`src/hdl/pstb_ram.sv`:
```
module pstb_ram #(
  parameter int unsigned Width = 8,
  parameter int unsigned Depth = 64
) (
  input  logic                                    clk_i,
  input  logic                                    we_i,
  input  logic [((Depth > 1) ? $clog2(Depth) : 1)-1:0] waddr_i,
  input  logic [Width-1:0]                        wdata_i,
  input  logic [((Depth > 1) ? $clog2(Depth) : 1)-1:0] raddr_i,
  output logic [Width-1:0]                        rdata_o
);

  logic [Width-1:0] mem_q [Depth];
  logic [Width-1:0] rdata_q;

  always_ff @(posedge clk_i) begin
    if (we_i) begin
      mem_q[waddr_i] <= wdata_i;
    end
    rdata_q <= mem_q[raddr_i];
  end

  assign rdata_o = rdata_q;

endmodule

```
`config.mk`:
```
export PLATFORM = sky130hd
export DESIGN_NAME = pstb_ram
export DESIGN_NICKNAME = d
export VERILOG_FILES = /design/src/hdl/pstb_ram.sv
export SDC_FILE = /design/constraint.sdc
export NUM_CORES = 1
export LEC_CHECK = 0
export ABC_AREA = 1
export BUFFER_PORTS_ARGS = -buffer_cell sky130_fd_sc_hd__buf_4
export CAP_MARGIN = 20
export CORE_UTILIZATION = 65
export DETAILED_ROUTE_END_ITERATION = 10
export GPL_TIMING_DRIVEN = 1
export PLACE_DENSITY = 0.9
export SLEW_MARGIN = 10
export SYNTH_ARGS = -nofsm -noshare
export SYNTH_HDL_FRONTEND = slang
export SYNTH_SLANG_ARGS = --single-unit
```
`constraint.sdc`:
```
create_clock -name clk_i -period 3.77 [get_ports clk_i]
set_clock_uncertainty 0.1 [all_clocks]
set_input_delay 0.754 -clock clk_i [delete_from_list [all_inputs] [get_ports clk_i]]
set_output_delay 0.754 -clock clk_i [all_outputs]
set_load 0.01 [all_outputs]
```
==> run summary <==
H-tree levels -> 2
max_slew headroom -> 35.1%
clock-pin slew on the worst setup and hold paths -> 0.06 ns
post-layout minimum cycle time -> 2.44 ns
Die Width -> 183 um
clock root buffer master -> clkbuf_16
Final Hold Viols -> 0
WP data arrival -> 2.53 ns
Reg2Reg Setup Slack -> 2.27 ns
Mean Syn Cell Area -> 11.8 um^2
power per cell area -> 523 nW/um^2
Max Clock Freq -> 410 MHz
FF-to-FF path depth -> 8
Finish-stage setup viols -> 0
yosys warns -> 0
# resized after CTS -> 0
hold buffers post-CTS -> 0
Max Buffers Root-to-Sink -> 3
CP Capture Type -> register
first-pass GRT wire length -> 78.2 mm
Int Power -> 9520 uW
initial antenna violation count -> 0
die area -> 33600 um^2
layout cells sized above 1 -> 7.53%
number of placed I/O pins -> 30
net switching power -> 2660 uW
routed vias -> 14.5k
vias in the first global route -> 14.2k
Detailed Routing Iterations Pass 1 -> 6
Num CTS Buffers -> 49
die height -> 183 um
Post-DP Area -> 21700 um^2
total congestion overflow -> 0
syn_nets -> 1827
GR Util All Layers -> 31.5%
row count -> 65
synth unique cells -> 16
register share of total power -> 52.7%
CP required -> 3.86 ns
area growth from synthesis to layout -> 9.18%
startpoint types -> input port
Hold WC Path Type -> input port to register
antenna viol nets, final -> 0
cells after synthesis -> 1805
peak supply drop -> 0.426 mV
Iteration-0 DRC Markers -> 2354
mean routed wirelength per cell -> 22.7 um
drt via density -> 6.34
Routed WL -> 51.9 mm
count of pins over their slew limit -> 0
largest net degree at the start of global routing -> 145
WS Path Type -> input port to register
Logic pwr share -> 6.2%
status -> completed
Final HPWL DP -> 28.8 mm
crit path max fanout -> 9
DRC -> 0
Max-Cap Viols -> 0
CTS tree -> yes
Finished Cell Area -> 23300 um^2
Post-Syn Area -> 21300 um^2
fillers -> 1945
Critical Path End -> mem_q[18][7]$_DFFE_PP_
#FFs+latches synth -> 520
Post-CTS Setup Inserts -> 0
setup tns final -> 0 ns
sequential share of the synthesized area -> 72.8%
CP Launch Point -> waddr_i[0]
storage element area -> 15500 um^2
core area -> 32000 um^2
IO buf count -> 29
switch share -> 21.8%
Clk Latency, worst-skew pair -> 0.57 ns
clock power share -> 41.1%
Final period util -> 64.8%
multi-input logic area -> 4950 um^2
Final Wtd Congestion -> 0.908
Leak -> 0.00840 uW
measured slew at the worst slew-check pin -> 0.972 ns
Initial Utilization -> 66.8%
# clock sinks -> 520
Worst R2R End -> rdata_o[0]$_DFF_P_
origin of the critical flop-to-flop path -> mem_q[59][0]$_DFFE_PP_
Final #Nets -> 1829
RSZ-0062 raised after global routing -> no
flip-flops by register name (all words and copies together) (netlist names):
register,cells
mem_q,512
rdata_o,8
cell usage after synthesis:
library cell | number | area, um^2
nand4_1 | 9 | 56.3
nor2_1 | 56 | 210
buf_1 | 10 | 37.5
inv_6 | 1 | 8.76
dfxtp_1 | 8 | 160
inv_1 | 10 | 37.5
buf_4 | 14 | 105
edfxtp_1 | 512 | 15400
buf_6 | 35 | 394
nor4_1 | 8 | 50.1
nand3_1 | 439 | 2200
buf_8 | 2 | 30.0
clkbuf_1 | 15 | 56.3
nand2_1 | 648 | 2430
buf_2 | 37 | 185
inv_2 | 1 | 3.75
cell families after synthesis:
family                 after synthesis  synth area share [%]
DFF                                520                  72.8
and+or+nand+nor                   1160                  23.2
buffers and inverters              125                  4.02
worst max-delay path, cell delays in order:
cell	delay [ns]
buf_4	0.15
inv_1	0.19
nand4_1	0.65
nor2_1	0.78
routing by layer:
metal  up-vias  global-route usage (%)  share of wire (%)
li1       6347                       -                  -
met1      6822                    41.0                 35
met2      1077                    51.1                 48
met3       210                    5.66                 12
met4         0                    16.9                5.2
met5         -                       0                  0
per-stage QoR:
step	hold WS [ns]	power (uW)	utilization (%)	worst slack, ns	cells
floorplan	0.622	6990	-	1.15	1805
global placement	0.715	7230	67.8	0.922	2191
detailed placement	0.732	7260	67.8	0.832	2191
CTS	0.410	12200	72.9	1.41	2280
global route	0.425	12500	72.9	1.26	2280
finish	0.437	12200	72.9	1.33	2281
layout make-up:
class / instances / area share [%]
multi-input cells: 1160 / 21.2
clock inverters: 27 / 1.23
inverters: 12 / 0.226
repair buffers: 64 / 2.51
clock buffers: 62 / 5.78
well taps: 435 / 2.34
diodes: 1 / 0.0107
flip-flops and latches: 520 / 66.7
layout by cell type, fill, tap and decap left out, drive strengths merged:
master and count:
clkbuf 62, nand2 648, bufinv 6, dfxtp 8, inv 13, clkinv 18
nor2 56, buf 64, clkinvlp 2, nor4 8, nand3 439, nand4 9
edfxtp 512, diode 1
worst min path at each step:
stage,to,from,cells after the start
3_3_place_gp,rdata_o[2]$_DFF_P_,mem_q[40][2]$_DFFE_PP_,8
4_1_cts,rdata_o[4]$_DFF_P_,raddr_i[5],3
3_5_place_dp,rdata_o[1]$_DFF_P_,mem_q[4][1]$_DFFE_PP_,8
6_report,rdata_o[3]$_DFF_P_,raddr_i[5],3
2_1_floorplan,rdata_o[0]$_DFF_P_,mem_q[52][0]$_DFFE_PP_,8
5_1_grt,rdata_o[4]$_DFF_P_,raddr_i[5],3
power by group through the flow:
| stage | clock network, uW | logic (uW) | registers, uW |
|---|---|---|---|
| final | 5010 | 750 | 6420 |
| after global routing | 5230 | 802 | 6420 |
| after CTS | 5010 | 729 | 6420 |
| after detailed placement | 0 | 722 | 6540 |
| after global placement | 0 | 694 | 6540 |
| after floorplan | 0 | 450 | 6540 |
Note: power is estimated with default switching activity, not from simulation.
