**src/hdl/pstb_pkg.sv**
```systemverilog
package pstb_pkg;

  // Field widths
  localparam int unsigned KeyW  = 64;
  localparam int unsigned TimeW = 32;
  localparam int unsigned CostW = 16;
  localparam int unsigned TokW  = 24;
  localparam int unsigned RateW = 20;

  // Stream payload widths
  localparam int unsigned InW  = KeyW + TimeW + CostW;  // 112 bits, 14 bytes
  localparam int unsigned OutW = 32;                    // 26 bits of fields, zero filled

  // One table entry: {last_time, tokens, key}
  localparam int unsigned EntW = KeyW + TokW + TimeW;

  // Refill arithmetic: rate * elapsed, then divide by ms per second.
  // Any gain of 2^24 or more fills the bucket to the cap, so only products
  // below 1000 * 2^24 (34 bits) need an exact quotient. Divide by 8 with a
  // shift, then by 125 with a reciprocal multiply, exact for 31-bit inputs.
  localparam int unsigned ProdW      = RateW + TimeW;
  localparam int unsigned RecipInW   = 31;
  localparam int unsigned RecipW     = 32;
  localparam int unsigned RecipProdW = RecipInW + RecipW;
  localparam int unsigned RecipShift = 38;
  localparam logic [RecipW-1:0] Recip125    = 32'd2199023256;  // ceil(2^38 / 125)
  localparam logic [ProdW-1:0]  GainSatProd = ProdW'(64'd1000 << TokW);
  localparam logic [ProdW-1:0]  GainSat     = ProdW'(64'd1 << TokW);

  // Configuration register map (index = paddr[2])
  localparam logic RegRefillRate = 1'b0;
  localparam logic RegBurstCap   = 1'b1;
  localparam int unsigned CfgAddrW = 3;
  localparam int unsigned CfgDataW = 32;

  localparam logic [RateW-1:0] RefillRateRst = RateW'(100);
  localparam logic [TokW-1:0]  BurstCapRst   = TokW'(200);

  typedef struct packed {
    logic             start;
    logic [RateW-1:0] rate;
    logic [TimeW-1:0] elapsed;
  } div_req_t;

  typedef struct packed {
    logic             done;
    logic [ProdW-1:0] gain;
  } div_rsp_t;

endpackage

```
**src/hdl/pstb_div.sv**
```systemverilog
module pstb_div (
  input  logic                clk_i,
  input  logic                rst_ni,
  input  pstb_pkg::div_req_t  req_i,
  output pstb_pkg::div_rsp_t  rsp_o
);
  import pstb_pkg::*;

  logic                  mul_vld_q;
  logic                  done_q;
  logic [ProdW-1:0]      prod;
  logic [ProdW-1:0]      prod_q;
  logic [ProdW-1:0]      gain_q;
  logic [ProdW-1:0]      gain_d;
  logic                  sat;
  logic [RecipInW-1:0]   recip_in;
  logic [RecipProdW-1:0] recip_prod;

  // first stage: rate times elapsed
  assign prod = ProdW'(req_i.rate) * ProdW'(req_i.elapsed);

  // second stage: saturate large gains, else drop 3 bits and multiply by 1/125
  assign sat        = (prod_q >= GainSatProd);
  assign recip_in   = prod_q[RecipInW+2:3];
  assign recip_prod = RecipProdW'(recip_in) * RecipProdW'(Recip125);
  assign gain_d     = sat ? GainSat : ProdW'(recip_prod[RecipProdW-1:RecipShift]);

  always_ff @(posedge clk_i or negedge rst_ni) begin
    if (!rst_ni) begin
      mul_vld_q <= 1'b0;
      done_q    <= 1'b0;
    end else begin
      mul_vld_q <= req_i.start;
      done_q    <= mul_vld_q;
    end
  end

  always_ff @(posedge clk_i) begin
    if (req_i.start) begin
      prod_q <= prod;
    end
    if (mul_vld_q) begin
      gain_q <= gain_d;
    end
  end

  assign rsp_o.done = done_q;
  assign rsp_o.gain = gain_q;

endmodule

```
**config.mk**
```make
export PLATFORM = sky130hd
export DESIGN_NAME = pstb_div
export DESIGN_NICKNAME = d
export VERILOG_FILES = /design/src/hdl/pstb_pkg.sv /design/src/hdl/pstb_div.sv
export SDC_FILE = /design/constraint.sdc
export NUM_CORES = 2
export LEC_CHECK = 0
export BUFFER_PORTS_ARGS = -buffer_cell sky130_fd_sc_hd__buf_2
export CAP_MARGIN = 20
export CORE_ASPECT_RATIO = 1.1
export CORE_UTILIZATION = 56
export DETAILED_ROUTE_END_ITERATION = 8
export PLACE_DENSITY = 0.76
export SLEW_MARGIN = 20
export SYNTH_ARGS = -nofsm -noshare
export SYNTH_HDL_FRONTEND = slang
export SYNTH_SLANG_ARGS = --single-unit
```
**constraint.sdc**
```tcl
create_clock -name clk_i -period 6.4 [get_ports clk_i]
set_clock_uncertainty 0.05 [all_clocks]
set_input_delay 1.6 -clock clk_i [delete_from_list [all_inputs] [get_ports clk_i]]
set_output_delay 1.6 -clock clk_i [all_outputs]
set_load 0.05 [all_outputs]
```
==> flow_metrics.env <==
export IMPL_vias=29386
export IMPL_final_cells=5435
export IMPL_clockBufferDepth=2
export IMPL_worst_hold_startpoint="mul_vld_q"
export IMPL_async_flop_share=0.0253
export IMPL_cpMaxStageDelayCell="fa_1"
export IMPL_criticalPathCategory="input port to flip-flop"
export IMPL_critPathLaunchType="input port"
export IMPL_cap_violations=0
export IMPL_cts_root_buf="clkbuf_16"
export IMPL_drtIter0Drc=1866
export IMPL_start_util=0.568
export IMPL_clock_latency_ps=360
export IMPL_tightest_slew_ps=1050
export IMPL_synth_cell_type_count=75
export IMPL_setup_viol=66
export IMPL_grt_usage=0.293
export IMPL_status="finished with violations"
export IMPL_required_ps=6460
export IMPL_synth_area_leaders="fa_1 44%, ha_1 18%, inv_1 11%"
export IMPL_cts_tree="yes"
export IMPL_endpoint_kind="flip-flop"
export IMPL_ant_nets=0
export IMPL_drive_gt1_frac=0.230
export IMPL_synth_seq_area_share=0.0625
export IMPL_antenna_cells=0
export IMPL_drc_errors=0
export IMPL_crit_arrival_ps=7890
export IMPL_pin_count=108
export IMPL_portBuffers=80
export IMPL_multiInputGateArea_mm2=0.0325
export IMPL_slew_headroom=0.300
export IMPL_grt_max_degree=54
export IMPL_overflow=0
export IMPL_die_x_um=250
export IMPL_rows=99
export IMPL_synth_most_common_cell="inv_1"
export IMPL_grt_pass1_wl_um=160000
export IMPL_finalWirelength_um=101000
export IMPL_synth_edff_count=77
export IMPL_violations="negative setup slack"
export IMPL_hold_end="done_q"
export IMPL_drv_slew=0
export IMPL_netlist_instances=4031
export IMPL_wl_per_cell_um=18.6
export IMPL_r2r_end="gain_q[23]"
export IMPL_antenna_found_initial=0
export IMPL_hold_buffers=0
export IMPL_synth_top_cell_by_area="fa_1"
export IMPL_dp_hpwl_um=82000
export IMPL_layout_min_cycle_time_ps=7830
export IMPL_vias_per_cell=5.41
export IMPL_first_pass_iters=5
export IMPL_cts_num_sinks=79
export IMPL_synth_top_area_frac=0.436
export IMPL_gp_congestion=0.951
export IMPL_path_common_cell="fa_1"
export IMPL_core_area_mm2=0.0665
export IMPL_cts_buffers=9
export IMPL_synthTopCellsByCount="1125 x inv_1, 823 x fa_1, 555 x ha_1"
export IMPL_syn_avg_cell_area_um2=9.38
export IMPL_r2r_slack_ps=-720
export IMPL_min_path_type="flip-flop to flip-flop"
export IMPL_syn_to_final_growth_pct=22.3
export IMPL_holdPathStages=0
export IMPL_worstReg2RegStart="prod_q[20]"
export IMPL_seqCellArea_mm2=0.00236
export IMPL_grt_pass1_vias=32074
export IMPL_netlist_area_mm2=0.0378
export IMPL_rr_worst_depth=26
export IMPL_htreeDepth=3
export IMPL_min_period_over_period=1.22
export IMPL_synth_seq_cells=79
export IMPL_dieArea_mm2=0.0686
export IMPL_yosysWarnings=0
export IMPL_max_stage_delay_ps=550
export IMPL_num_nets_final=6005
export IMPL_synth_top_flop_cell="edfxtp_1"
export IMPL_clk_pin_slew_worst_paths_ps=60
export IMPL_layout_setup_ws_ps=-1430
export IMPL_dp_cells=5328
export IMPL_rsz0062_at_grt="yes"
export IMPL_fillCellCount=4536
export IMPL_fmax_ghz=0.128
export IMPL_die_h_um=275
export IMPL_hold_viol=0
export IMPL_cp_max_fo=4
flip-flops by register name (all words and copies together) (netlist names):
name and cells:
done_q 1, gain_q 25, mul_vld_q 1, prod_q 52
how the worst max path moves through the flow:
stage	from	to	slack, ps
final	req_i[36]	prod_q[42]	-1430
after global routing	req_i[36]	prod_q[42]	-1600
after CTS	req_i[36]	prod_q[47]	-1310
after detailed placement	req_i[36]	prod_q[47]	-1900
after global placement	req_i[36]	prod_q[47]	-1800
after floorplan	req_i[8]	prod_q[47]	-1360
critical path: cells and delay by family:
kind / cells / cell delay, ps
AOI/OAI and AO/OA: 7 / 1300
buffers and inverters: 12 / 1020
and+or+nand+nor: 3 / 360
adders and majority gates: 8 / 3610
timing repair:
item / in CTS / in global routing
gates cloned: 6 / 0
buffers inserted: 59 / 37
endpoints found under the hold margin: 0 / 0
pin swaps: 152 / 105
resized for setup: 277 / 160
setup endpoints to repair: 68 / 68
placed cells by master (no fill, tap or decap), types with 62 or more instances in the layout:
cell | netlist | routed
fa_1 | 823 | 773
ha_4 | 0 | 62
buf_6 | 0 | 98
buf_4 | 28 | 505
edfxtp_1 | 77 | 77
and2_1 | 287 | 255
nand2_1 | 418 | 405
ha_1 | 555 | 486
inv_1 | 1125 | 1074
a21oi_1 | 99 | 69
routing by layer:
| layer | up-vias | share of wire | global-route usage |
|---|---|---|---|
| met4 | 0 | 0.049 | 0.124 |
| met1 | 14776 | 0.38 | 0.361 |
| met3 | 335 | 0.063 | 0.0338 |
| met2 | 1215 | 0.51 | 0.523 |
| met5 | - | 0 | 0 |
| li1 | 13060 | - | - |
stage by stage:
stage | util | setup WS [ps] | setup TNS, ps | hold WS [ps] | cell area, µm²
2_1_floorplan | - | -1360 | -35810 | 664 | 38800
3_3_place_gp | 0.650 | -1800 | -69140 | 929 | 43200
3_5_place_dp | 0.650 | -1900 | -73060 | 966 | 43200
4_1_cts | 0.682 | -1310 | -45500 | 946 | 45400
5_1_grt | 0.695 | -1600 | -64640 | 954 | 46300
6_report | 0.695 | -1430 | -53280 | 961 | 46300
layout make-up:
cell class	count	area share
Sequential cell	79	0.0511
Clock buffer	9	0.00487
Tap cell	858	0.0232
Timing Repair Buffer	683	0.125
Multi-Input combinational cell	2674	0.702
Inverter	1125	0.0914
Clock inverter	7	0.00308
kinds of logic (layout without fill, tap and decap cells):
| logic type | after synthesis | after routing | synth area share |
|---|---|---|---|
| mux | 1 | 1 | 0.000265 |
| compound gates | 308 | 308 | 0.0539 |
| buf+inv | 1304 | 1824 | 0.132 |
| simple gates | 894 | 894 | 0.116 |
| xor+xnor | 66 | 66 | 0.0153 |
| other cells | 1 | 27 | 0.0000992 |
| flops | 79 | 79 | 0.0625 |
| fa+ha+maj | 1378 | 1378 | 0.619 |
Power is left out: the tool's default activity adds up to more than one toggle a clock period on the data nets, which glitch-free logic cannot reach.
